[config.mk]
export PLATFORM = sky130hd
export DESIGN_NAME = speed_limiter_pi_torque
export DESIGN_NICKNAME = d
export VERILOG_FILES = /design/src/rtl/spl_pkg.sv /design/src/rtl/spl_cfg.sv /design/src/rtl/spl_integ.sv /design/src/rtl/spl_reduce.sv /design/src/rtl/speed_limiter_pi_torque.sv
export SDC_FILE = /design/constraint.sdc
export NUM_CORES = 2
export LEC_CHECK = 0
export BUFFER_PORTS_ARGS = -buffer_cell sky130_fd_sc_hd__clkbuf_2
export CORE_MARGIN = 3
export CORE_UTILIZATION = 60
export CTS_BUF_LIST = sky130_fd_sc_hd__clkbuf_8 sky130_fd_sc_hd__clkbuf_16
export DETAILED_ROUTE_END_ITERATION = 6
export PLACE_DENSITY = 0.81
export SYNTH_ARGS = -nofsm -noshare
export SYNTH_HDL_FRONTEND = slang
export SYNTH_HIERARCHICAL = 1
export SYNTH_SLANG_ARGS = --single-unit
[constraint.sdc]
create_clock -name clk -period 34.9 [get_ports clk]
set_input_delay 3.49 -clock clk [delete_from_list [all_inputs] [get_ports clk]]
set_output_delay 3.49 -clock clk [all_outputs]
set_load 0.03 [all_outputs]
[src/rtl/spl_pkg.sv]
// ----------------------------------------------------------------------------
// spl_pkg
// shared types, widths and codes of the speed limiter with pi torque reduction
// ----------------------------------------------------------------------------
package spl_pkg;

  localparam int TORQUE_W   = 16;
  localparam int SPEED_W    = 15;
  localparam int PEDAL_W    = 12;
  localparam int INTEG_W    = 24;
  localparam int IMAX_W     = 23;
  localparam int GAIN_W     = 16;
  localparam int ERR_W      = 16;
  localparam int PPROD_W    = 32;
  localparam int IPROD_W    = 40;
  localparam int ACTION_W   = 2;
  localparam int CFG_IDX_W  = 3;
  localparam int CFG_DATA_W = 24;

  localparam logic [ACTION_W-1:0] ACT_DISABLED = 2'd0;
  localparam logic [ACTION_W-1:0] ACT_OVER     = 2'd1;
  localparam logic [ACTION_W-1:0] ACT_HILL     = 2'd2;
  localparam logic [ACTION_W-1:0] ACT_NORMAL   = 2'd3;

  localparam logic [CFG_IDX_W-1:0] CFG_ENABLE   = 3'd0;
  localparam logic [CFG_IDX_W-1:0] CFG_CEILING  = 3'd1;
  localparam logic [CFG_IDX_W-1:0] CFG_IMAX     = 3'd2;
  localparam logic [CFG_IDX_W-1:0] CFG_IMIN     = 3'd3;
  localparam logic [CFG_IDX_W-1:0] CFG_PGAIN    = 3'd4;
  localparam logic [CFG_IDX_W-1:0] CFG_IGAIN    = 3'd5;
  localparam logic [CFG_IDX_W-1:0] CFG_HILL_THR = 3'd6;

  typedef struct packed {
    logic                       limiting_enabled;
    logic [SPEED_W-1:0]         speed_ceiling;
    logic [IMAX_W-1:0]          integral_max;
    logic signed [INTEG_W-1:0]  integral_min;
    logic [GAIN_W-1:0]          prop_gain;
    logic [GAIN_W-1:0]          integ_gain;
    logic [PEDAL_W-1:0]         hill_threshold;
  } cfg_t;

  typedef struct packed {
    logic signed [TORQUE_W-1:0] base;
    logic signed [PPROD_W-1:0]  prop_prod;
    logic signed [IPROD_W-1:0]  integ_prod;
    logic [ACTION_W-1:0]        action;
  } prod_t;

endpackage

[src/rtl/spl_cfg.sv]
// ----------------------------------------------------------------------------
// spl_cfg
// configuration register file, one register written per word
// ----------------------------------------------------------------------------
module spl_cfg (
  input  logic                             clk,
  input  logic                             rst,
  input  logic                             cfg_valid,
  output logic                             cfg_ready,
  input  logic [spl_pkg::CFG_IDX_W-1:0]    cfg_index,
  input  logic [spl_pkg::CFG_DATA_W-1:0]   cfg_data,
  output spl_pkg::cfg_t                    cfg
);

  assign cfg_ready = 1'b1;

  always_ff @(posedge clk) begin
    if (rst) begin
      cfg.limiting_enabled <= 1'b0;
      cfg.speed_ceiling    <= '1;
      cfg.integral_max     <= '0;
      cfg.integral_min     <= '0;
      cfg.prop_gain        <= '0;
      cfg.integ_gain       <= '0;
      cfg.hill_threshold   <= '1;
    end else if (cfg_valid && cfg_ready) begin
      unique case (cfg_index)
        spl_pkg::CFG_ENABLE:   cfg.limiting_enabled <= cfg_data[0];
        spl_pkg::CFG_CEILING:  cfg.speed_ceiling    <= cfg_data[spl_pkg::SPEED_W-1:0];
        spl_pkg::CFG_IMAX:     cfg.integral_max     <= cfg_data[spl_pkg::IMAX_W-1:0];
        spl_pkg::CFG_IMIN:     cfg.integral_min     <= signed'(cfg_data[spl_pkg::INTEG_W-1:0]);
        spl_pkg::CFG_PGAIN:    cfg.prop_gain        <= cfg_data[spl_pkg::GAIN_W-1:0];
        spl_pkg::CFG_IGAIN:    cfg.integ_gain       <= cfg_data[spl_pkg::GAIN_W-1:0];
        spl_pkg::CFG_HILL_THR: cfg.hill_threshold   <= cfg_data[spl_pkg::PEDAL_W-1:0];
        default: begin
        end
      endcase
    end
  end

endmodule

[src/rtl/spl_integ.sv]
// ----------------------------------------------------------------------------
// spl_integ
// mode decision, integral error update with clamps, and gain products
// ----------------------------------------------------------------------------
module spl_integ (
  input  logic                                clk,
  input  logic                                rst,
  input  logic                                en,
  input  spl_pkg::cfg_t                       cfg,
  input  logic signed [spl_pkg::TORQUE_W-1:0] base,
  input  logic [spl_pkg::SPEED_W-1:0]         speed,
  input  logic [spl_pkg::PEDAL_W-1:0]         pedal,
  output spl_pkg::prod_t                      prod,
  output logic signed [spl_pkg::INTEG_W-1:0]  integral
);

  localparam int ACC_W = spl_pkg::INTEG_W + 1;
  localparam int PP_W  = spl_pkg::PPROD_W;
  localparam int IP_W  = spl_pkg::IPROD_W;

  logic signed [spl_pkg::ERR_W-1:0]   err;
  logic                               over;
  logic                               hill;
  logic signed [ACC_W-1:0]            acc;
  logic signed [ACC_W-1:0]            acc_clamp;
  logic signed [spl_pkg::INTEG_W-1:0] integral_next;
  logic [spl_pkg::ACTION_W-1:0]       action_next;
  logic signed [spl_pkg::PPROD_W-1:0] prop_next;
  logic signed [spl_pkg::IPROD_W-1:0] integ_next;

  function automatic logic signed [spl_pkg::INTEG_W-1:0] sat24(
    input logic signed [ACC_W-1:0] v
  );
    logic signed [spl_pkg::INTEG_W-1:0] r;
    if (v[ACC_W-1] != v[ACC_W-2]) begin
      r = v[ACC_W-1] ? {1'b1, {(spl_pkg::INTEG_W-1){1'b0}}}
                     : {1'b0, {(spl_pkg::INTEG_W-1){1'b1}}};
    end else begin
      r = v[spl_pkg::INTEG_W-1:0];
    end
    return r;
  endfunction

  always_comb begin
    err  = signed'({1'b0, speed}) - signed'({1'b0, cfg.speed_ceiling});
    over = !err[spl_pkg::ERR_W-1] && (err != '0);
    hill = (pedal > cfg.hill_threshold) && err[spl_pkg::ERR_W-1];
    acc  = ACC_W'(integral) + ACC_W'(err);
    acc_clamp = acc;
    integral_next = '0;
    action_next   = spl_pkg::ACT_NORMAL;
    if (!cfg.limiting_enabled) begin
      action_next = spl_pkg::ACT_DISABLED;
    end else if (over) begin
      if (acc > signed'({2'b00, cfg.integral_max})) begin
        acc_clamp = signed'({2'b00, cfg.integral_max});
      end
      integral_next = sat24(acc_clamp);
      action_next   = spl_pkg::ACT_OVER;
    end else if (hill) begin
      if (acc < ACC_W'(cfg.integral_min)) begin
        acc_clamp = ACC_W'(cfg.integral_min);
      end
      integral_next = sat24(acc_clamp);
      action_next   = spl_pkg::ACT_HILL;
    end
    prop_next  = '0;
    if (action_next == spl_pkg::ACT_OVER) begin
      prop_next = PP_W'(err) * PP_W'(signed'({1'b0, cfg.prop_gain}));
    end
    integ_next = IP_W'(integral_next) * IP_W'(signed'({1'b0, cfg.integ_gain}));
  end

  always_ff @(posedge clk) begin
    if (rst) begin
      integral <= '0;
    end else if (en) begin
      integral <= integral_next;
    end
  end

  always_ff @(posedge clk) begin
    if (en) begin
      prod.base       <= base;
      prod.prop_prod  <= prop_next;
      prod.integ_prod <= integ_next;
      prod.action     <= action_next;
    end
  end

endmodule

[src/rtl/spl_reduce.sv]
// ----------------------------------------------------------------------------
// spl_reduce
// scales the pi sum; on over or hill subtracts it from torque, saturates
// ----------------------------------------------------------------------------
module spl_reduce (
  input  logic                                clk,
  input  logic                                en,
  input  spl_pkg::prod_t                      prod,
  output logic signed [spl_pkg::TORQUE_W-1:0] torque_out,
  output logic [spl_pkg::ACTION_W-1:0]        action
);

  localparam int SUM_W  = spl_pkg::IPROD_W + 1;
  localparam int RED_W  = SUM_W - 8;
  localparam int DIFF_W = RED_W + 1;

  logic signed [SUM_W-1:0]             sum;
  logic signed [SUM_W-1:0]             biased;
  logic signed [RED_W-1:0]             red;
  logic signed [DIFF_W-1:0]            diff;
  logic signed [spl_pkg::TORQUE_W-1:0] torque_next;

  always_comb begin
    sum    = SUM_W'(prod.prop_prod) + SUM_W'(prod.integ_prod);
    // round toward zero on the divide by 256
    biased = sum + (sum[SUM_W-1] ? SUM_W'(255) : SUM_W'(0));
    red    = RED_W'(biased >>> 8);
    diff   = DIFF_W'(prod.base) - DIFF_W'(red);
    torque_next = prod.base;
    if ((prod.action == spl_pkg::ACT_OVER) || (prod.action == spl_pkg::ACT_HILL)) begin
      if (diff[DIFF_W-1]) begin
        torque_next = '0;
      end else if (diff > DIFF_W'(32767)) begin
        torque_next = {1'b0, {(spl_pkg::TORQUE_W-1){1'b1}}};
      end else begin
        torque_next = diff[spl_pkg::TORQUE_W-1:0];
      end
    end
  end

  always_ff @(posedge clk) begin
    if (en) begin
      torque_out <= torque_next;
      action     <= prod.action;
    end
  end

endmodule

[src/rtl/speed_limiter_pi_torque.sv]
// Speed limiter with pi torque reduction. One word is taken per clock cycle
// unless in_stall is high, and one result word leaves per word taken, in
// order; a word passes to the output through three registers: input
// register (loaded at the accepting edge), product register (integral update
// and both gain multiplies) and result register (scaling, subtraction and
// saturation). The integral error feedback closes inside the product stage,
// so consecutive words never wait on each other. Stall on the output backs
// up through the three stages and then stalls the input.
// ----------------------------------------------------------------------------
// speed_limiter_pi_torque
// top level: input register, stage control and configuration port
// ----------------------------------------------------------------------------
module speed_limiter_pi_torque (
  input  logic                                clk,
  input  logic                                rst,
  input  logic                                in_valid,
  output logic                                in_stall,
  input  logic signed [spl_pkg::TORQUE_W-1:0] base_torque,
  input  logic [spl_pkg::SPEED_W-1:0]         measured_speed,
  input  logic [spl_pkg::PEDAL_W-1:0]         pedal_raw,
  output logic                                out_valid,
  input  logic                                out_stall,
  output logic signed [spl_pkg::TORQUE_W-1:0] torque_out,
  output logic [spl_pkg::ACTION_W-1:0]        action,
  input  logic                                cfg_valid,
  output logic                                cfg_ready,
  input  logic [spl_pkg::CFG_IDX_W-1:0]       cfg_index,
  input  logic [spl_pkg::CFG_DATA_W-1:0]      cfg_data
);

  spl_pkg::cfg_t                      cfg;
  spl_pkg::prod_t                     prod;
  logic signed [spl_pkg::INTEG_W-1:0] integral;

  logic                               in_vld;
  logic                               prod_vld;
  logic signed [spl_pkg::TORQUE_W-1:0] in_base;
  logic [spl_pkg::SPEED_W-1:0]        in_speed;
  logic [spl_pkg::PEDAL_W-1:0]        in_pedal;

  logic ld_out;
  logic ld_prod;
  logic ld_in;

  assign ld_out   = !out_valid || !out_stall;
  assign ld_prod  = !prod_vld || ld_out;
  assign ld_in    = !in_vld || ld_prod;
  assign in_stall = !ld_in;

  always_ff @(posedge clk) begin
    if (rst) begin
      in_vld    <= 1'b0;
      prod_vld  <= 1'b0;
      out_valid <= 1'b0;
    end else begin
      if (ld_in) begin
        in_vld <= in_valid;
      end
      if (ld_prod) begin
        prod_vld <= in_vld;
      end
      if (ld_out) begin
        out_valid <= prod_vld;
      end
    end
  end

  always_ff @(posedge clk) begin
    if (in_valid && ld_in) begin
      in_base  <= base_torque;
      in_speed <= measured_speed;
      in_pedal <= pedal_raw;
    end
  end

  spl_cfg u_cfg (
    .clk       (clk),
    .rst       (rst),
    .cfg_valid (cfg_valid),
    .cfg_ready (cfg_ready),
    .cfg_index (cfg_index),
    .cfg_data  (cfg_data),
    .cfg       (cfg)
  );

  spl_integ u_integ (
    .clk      (clk),
    .rst      (rst),
    .en       (in_vld && ld_prod),
    .cfg      (cfg),
    .base     (in_base),
    .speed    (in_speed),
    .pedal    (in_pedal),
    .prod     (prod),
    .integral (integral)
  );

  spl_reduce u_reduce (
    .clk        (clk),
    .en         (prod_vld && ld_out),
    .prod       (prod),
    .torque_out (torque_out),
    .action     (action)
  );

  // integral clears when limiting is off
  a_integ_clear: assert property (@(posedge clk) disable iff (rst)
    (in_vld && ld_prod && !cfg.limiting_enabled) |=> (integral == '0))
    else $error("integral not cleared while limiting disabled");

  // overspeed update respects the upper clamp
  a_integ_max: assert property (@(posedge clk) disable iff (rst)
    (in_vld && ld_prod && cfg.limiting_enabled && (in_speed > cfg.speed_ceiling))
    |=> ($signed(integral) <= $signed({2'b00, $past(cfg.integral_max)})))
    else $error("integral above upper clamp after overspeed");

  // reduced torque is floored at zero
  a_torque_floor: assert property (@(posedge clk) disable iff (rst)
    (out_valid && ((action == spl_pkg::ACT_OVER) || (action == spl_pkg::ACT_HILL)))
    |-> !torque_out[spl_pkg::TORQUE_W-1])
    else $error("negative torque on limited path");

  // input stalls only with the input, product and result registers all full
  a_stall_full: assert property (@(posedge clk) disable iff (rst)
    in_stall |-> (in_vld && prod_vld && out_valid))
    else $error("input stalled with room in the stages");

endmodule
=== After elaboration in Yosys (flattened, before gate mapping) ===
Cells that the tools add are included.

* $mul: 2
* Multiplexer cells: 21
* Div/mod/pow operators: 0
* Bitwise logic cells: 0
* $add $sub $neg: 5
* Reductions and logical operators: 24
* $lt $le $gt $ge: 4
* Equal/unequal tests: 11
* Shift-type cells: 0

{| class="wikitable"
|+ Operators by type and width
! kind !! count
|-
| $mux 25 || 7
|-
| $mux 24 || 7
|-
| $mux 16 || 3
|-
| $add 32x40->41 || 1
|-
| $add 41x9->41 || 1
|-
| $mul 24x17->40 || 1
|-
| $gt 34x16->1 const B || 1
|-
| $sub 16x33->34 || 1
|-
| $mul 16x17->32 || 1
|-
| $add 24x16->25 || 1
|-
| $gt 25x24->1 || 1
|-
| $lt 25x24->1 || 1
|-
| $reduce_bool 16->1 || 1
|-
| $sub 15x15->16 || 1
|-
| $reduce_and 2->1 || 7
|-
| $gt 12x12->1 || 1
|-
| $eq 3x3->1 const B || 3
|-
| $mux 8 || 1
|-
| $eq 3x2->1 const B || 2
|-
| $logic_not 1->1 || 6
|-
| $logic_and 1x1->1 || 5
|-
| $eq 2x1->1 const B || 2
|-
| $logic_or 1x1->1 || 4
|-
| $mux 2 || 2
|-
| 5 further kinds || 6
|}

* Input port bits: 75
* RAM bits: 0
* Latch bits: 0
* Memories: 0
* Memory bits (read-only): 0
* Flip-flop bits (word level): 285
* Logic and storage cells: 87

=== Longest topological paths before layout ===
* Word-level depth: 13
* Gate-level depth with buffers: 56
* Mapped depth without buffers: 52

=== Hierarchy ===
The synthesis kept the hierarchy.

{| class="wikitable"
|+ By module, submodules not included
! module !! times used !! cells an instance !! area an instance (um2) !! seq. area each (um2)
|-
| spl_integ || 1 || 3398 || 30480.5 || 3183.1
|-
| spl_reduce || 1 || 797 || 5845.6 || 540.5
|-
| spl_cfg || 1 || 399 || 4331.7 || 2142.1
|-
| speed_limiter_pi_torque || 1 || 58 || 1412.6 || 1351.3
|}

=== Worst setup path after synthesis ===
Ideal clock, no wire load.

* Kind: reg2reg
* Start: register in_speed[6] in the netlist's numbering
* End: register u_integ/prod[41] (netlist name)
* Setup slack: 22.542 ns
* Data required time: 34.626 ns
* Cell stages (with the launch flop): 48
* Path buffers: 5
* Data arrival time: 12.085 ns
* Period minus slack after synthesis: 12.358 ns
* Cell sequence: edfxtp_1 ha_1 or3_1 a211oi_1 nand3_1 a2111oi_0 o21a_1 clkbuf_1 clkbuf_1 ha_1 a21oi_1 nand2_1 a221oi_1 nand2_1 o21ai_1 clkbuf_1 xnor2_1 ha_1 [... 12 more ...] fa_1 fa_1 inv_1 fa_1 inv_1 fa_1 inv_1 ha_1 a21o_1 o21bai_1 a211oi_1 a21oi_1 o221ai_1 nor3b_1 o221ai_1 o21ai_0 nor4_1 a311oi_1

* Cells in the longest elaborated chain, start to end: 13
* Elaborated cells on any way between the ends: 25

{| class="wikitable"
|+ Ends and longest elaborated chain
! element !! line !! source
|-
| start: declaration || speed_limiter_pi_torque.sv:38 || <nowiki>logic [spl_pkg::SPEED_W-1:0] in_speed;</nowiki>
|-
| start signal: assignment || speed_limiter_pi_torque.sv:71 || <nowiki>in_speed <= measured_speed;</nowiki>
|-
| $sub 15x15->16 * || spl_integ.sv:45 || <nowiki>err = signed'({1'b0, speed}) - signed'({1'b0, cfg.speed_ceiling});</nowiki>
|-
| $add 24x16->25 || spl_integ.sv:48 || <nowiki>acc = ACC_W'(integral) + ACC_W'(err);</nowiki>
|-
| $lt 25x24->1 || spl_integ.sv:61 || <nowiki>if (acc < ACC_W'(cfg.integral_min)) begin</nowiki>
|-
| $mux 25 || spl_integ.sv:61 ||
|-
| $mux 25 || spl_integ.sv:60 || <nowiki>end else if (hill) begin</nowiki>
|-
| $mux 25 || spl_integ.sv:54 || <nowiki>end else if (over) begin</nowiki>
|-
| $mux 25 || spl_integ.sv:52 || <nowiki>if (!cfg.limiting_enabled) begin</nowiki>
|-
| $mux 24 / $ne 1x1->1 (equally long branches) || spl_integ.sv:36, spl_integ.sv:35 ||
|-
| $mux 24 || spl_integ.sv:35 || <nowiki>if (v[ACC_W-1] != v[ACC_W-2]) begin</nowiki>
|-
| $mux 24 || spl_integ.sv:60 ||
|-
| $mux 24 * || spl_integ.sv:54 ||
|-
| $mux 24 * || spl_integ.sv:52 ||
|-
| $mul 24x17->40 * || spl_integ.sv:71 || <nowiki>integ_next = IP_W'(integral_next) * IP_W'(signed'({1'b0, cfg.integ_gain}));</nowiki>
|-
| named net u_integ.integ_next, one bit || spl_integ.sv:29 || <nowiki>logic signed [spl_pkg::IPROD_W-1:0] integ_next;</nowiki>
|}

The timed path passes the listed nets; every way through them passes the cells marked *. The select of a mux whose other input is x is not followed.
A chain may end at the register's enable or synchronous reset.

=== Worst setup path in the final report ===
* Start: register in_speed[0] in the netlist's numbering
* End: register u_integ/prod[41] (netlist name)

* Cells in the longest elaborated chain, start to end: 13
* Elaborated cells on any way between the ends: 25

{| class="wikitable"
|+ Ends and longest elaborated chain
! element !! line
|-
| $sub 15x15->16 * || spl_integ.sv:45
|-
| $add 24x16->25 || spl_integ.sv:48
|-
| $lt 25x24->1 || spl_integ.sv:61
|-
| $mux 25 || spl_integ.sv:61
|-
| $mux 25 || spl_integ.sv:60
|-
| $mux 25 || spl_integ.sv:54
|-
| $mux 25 || spl_integ.sv:52
|-
| $mux 24 / $ne 1x1->1 (equally long branches) || spl_integ.sv:36, spl_integ.sv:35
|-
| $mux 24 || spl_integ.sv:35
|-
| $mux 24 || spl_integ.sv:60
|-
| $mux 24 * || spl_integ.sv:54
|-
| $mux 24 * || spl_integ.sv:52
|-
| $mul 24x17->40 * || spl_integ.sv:71
|-
| named net u_integ.integ_next, one bit || spl_integ.sv:29
|}

Marked as above.

==> metrics.md <==
| Metric | Value |
|---|---|
| Status | `finished, violations left` |
| Failing checks | `design-rule violations` |
| Ranking of synthesized cells by area | `fa_1 (27%), ha_1 (12%), edfxtp_1 (11%)` |
| Slowest CP cell | `or3_1` |
| Antenna Nets Post-Route | `0` |
| Fin crit share | `0.413` |
| Synth area leader | `fa_1` |
| Worst Path Arrival | `14690 ps` |
| CP endpoint kind | `register` |
| First-pass GRT wire length | `180 mm` |
| Mean Syn Cell Area | `9.04 sq um` |
| GRT Total Usage | `0.307` |
| Fin crit period | `14400 ps` |
| H-tree levels | `2` |
| Asr flop ratio synth | `0` |
| TritonCTS Buffers | `35` |
| Pwr Total | `1.12 mW` |
| Buffers on Ports | `94` |
| IO Pins | `96` |
| Final WS setup | `20500 ps` |
| Total Neg Setup Slack | `0 ps` |
| Clock power frac | `0.333` |
| Top-count cell post-synth | `inv_1` |
| VDD IR-drop max | `37.5 uV` |
| Core Area | `69100 sq um` |
| Layout cells sized above 1 | `0.0587` |
| DRC viols | `1` |
| CP required | `35190 ps` |
| Worst-skew pair later-pin latency | `570 ps` |
| Root buffer cell | `clkbuf_16` |
| Vias | `33387` |
| Starting density of the core | `0.609` |
| CTS tree | `done` |
| Setup Buffers After CTS | `0` |
| Synth Flop Type | `edfxtp_1` |
| HPWL Detailed | `88.2 mm` |
| Top cells by count, synth | `inv_1 (736), fa_1 (570), nand2_1 (536)` |
| RSZ-0062 raised after global routing | `no` |
| CP dominant cell by count | `fa_1` |
| P_leak | `21.3 nW` |
| FMAX | `69.5 MHz` |
| Hold violation count in the final report | `0` |
| WHS | `423 ps` |
| Max-slew violation count | `0` |
| Max-cap violations | `0` |
| Chip width | `271 um` |
| Yosys warnings | `6` |
| Endpoints failing setup | `0` |
| Nets | `5679` |
| Die ar. | `73300 sq um` |
| CP Launch Type | `register` |
| Kind of critical path | `reg2reg` |
| Place WS | `20690 ps` |
| Placer Congestion | `1.01` |
| Slew HR | `0.240` |
| Clock Skew | `33.4 ps` |
| Max Buffers Root-to-Sink | `3` |
| Synth top area share | `0.271` |
| Fin area | `44400 sq um` |
| Pint | `724 uW` |
| Count of state elements after synthesis | `285` |
| Drt via density | `5.96` |
| Post-synth net total | `5686` |
| Area Overhead vs Synth | `5.47%` |
| CP max stage delay | `690 ps` |
| Drt total wl | `112 mm` |
| Initial antenna violation count | `1` |
| Detailed Route Iter0 Violations | `2937` |
| Pwr per Cell Area | `25.3 nW/um^2` |
| Hold-fix buffer count after cts | `0` |
| Comb power frac | `0.334` |
| Post-synth EDFFs | `151` |
| Clock-pin slew on the worst setup and hold paths | `80 ps` |
| Fillers | `5574` |
| Footprint of the multi-input gates | `31300 sq um` |
| Sequential share of power | `0.333` |
| Die Ht | `271 um` |
| Distinct cells, synth | `108` |
| Row count | `96` |
| Sink Count | `285` |
| Vias in the first global route | `33763` |
| Hold crit path type | `reg2reg` |
| Register area share after synthesis | `0.172` |
| Pin count of the biggest net entering global routing | `99` |
| P_sw | `397 uW` |
| DP Area | `43200 sq um` |
| Slew @ Worst Pin | `1140 ps` |
| Grt total ovfl | `0` |
| WL per Instance | `20.0 um` |
| Post-cts resize count | `0` |
| Cells after synthesis | `4652` |
| Detailed Routing Iterations Pass 1 | `7` |
| Post-Syn Area | `42100 sq um` |
| Seq. cell area | `7220 sq um` |
| CP Max Fanout | `26` |
| Sw Ratio | `0.354` |
-- sequential cells by signal (all words and copies together), names as in the netlist --
register             cells
in_base                 16
in_pedal                12
in_speed                15
in_vld                   1
out_valid                1
prod_vld                 1
u_cfg/cfg              107
u_integ/integral        24
u_integ/prod            90
u_reduce/action          2
u_reduce/torque_out     16
-- cells by family after synthesis --
family,Yosys count,share of synthesized area
adder cells (fa/ha/maj),959,0.387
other,1,0.0000891
AO/OA/AOI/OAI,725,0.118
multiplexers,116,0.0280
AND/OR/NAND/NOR,1465,0.171
buffers and inverters,916,0.0865
flip-flops,285,0.172
XOR/XNOR,185,0.0385
-- cell usage in the layout, fill, tap and decap left out, types with 46 or more instances in the layout --
| cell type | netlist | routed |
|---|---|---|
| and2_1 | 123 | 120 |
| inv_1 | 736 | 738 |
| nand4_1 | 46 | 46 |
| mux2i_1 | 113 | 113 |
| xnor2_1 | 120 | 118 |
| a21oi_1 | 226 | 226 |
| nor2_1 | 299 | 299 |
| fa_1 | 570 | 570 |
| nand2_1 | 536 | 536 |
| dfxtp_1 | 134 | 134 |
| ha_1 | 389 | 389 |
| xor2_1 | 65 | 65 |
| o21ai_0 | 95 | 95 |
| nor2b_1 | 88 | 88 |
| nand3_1 | 52 | 52 |
| nand2b_1 | 158 | 158 |
| clkbuf_2 | 1 | 93 |
| edfxtp_1 | 151 | 151 |
| a21o_1 | 77 | 77 |
-- worst max-delay path, delay by kind of cell, from the launching register on --
kind / cells / cell delay, ps
adder cells (fa/ha/maj): 11 / 4820
flip-flops: 1 / 360
AND/OR/NAND/NOR: 9 / 1960
buffers and inverters: 6 / 670
AO/OA/AOI/OAI: 21 / 6260
-- worst paths after layout --
path          startpoint          endpoint  slack (ps)  cells after the start
max          in_speed[0]  u_integ/prod[41]       20500                     47
min           in_base[7]  u_integ/prod[81]         420                      0
max reg2reg  in_speed[0]  u_integ/prod[41]       20500                     47
min reg2reg   in_base[7]  u_integ/prod[81]         420                      0
-- final cells by class --
cell class / count / share of cell area
Timing Repair Buffer: 136 / 0.0178
Tap cell: 931 / 0.0263
Multi-Input combinational cell: 3451 / 0.705
Clock buffer: 38 / 0.0212
Inverter: 736 / 0.0623
Clock inverter: 24 / 0.00522
Antenna cell: 1 / 0.0000564
Sequential cell: 285 / 0.163
-- metal layers --
| metal | wire length (um) | track usage | vias to the layer above | share of wire |
|---|---|---|---|---|
| met3 | 9970 | 0.0568 | 323 | 0.089 |
| met1 | 44500 | 0.406 | 16299 | 0.40 |
| met2 | 52400 | 0.501 | 1556 | 0.47 |
| li1 | - | - | 15207 | - |
| met5 | 18 | 0 | - | 0.00016 |
| met4 | 4970 | 0.123 | 2 | 0.044 |
-- through the flow --
| stage | utilization | instances |
|---|---|---|
| 2_1_floorplan | - | 4652 |
| 3_3_place_gp | 0.625 | 5539 |
| 3_5_place_dp | 0.625 | 5539 |
| 4_1_cts | 0.642 | 5601 |
| 5_1_grt | 0.642 | 5601 |
| 6_report | 0.642 | 5602 |
-- power by group through the flow --
stage / combinational, mW / clock [mW] / sequential, mW
after floorplan: 0.279 / 0 / 0.377
after global placement: 0.360 / 0 / 0.380
after detailed placement: 0.366 / 0 / 0.380
after CTS: 0.369 / 0.379 / 0.373
after global routing: 0.415 / 0.392 / 0.374
final: 0.374 / 0.374 / 0.373
Note: power is estimated with default switching activity, not from simulation.
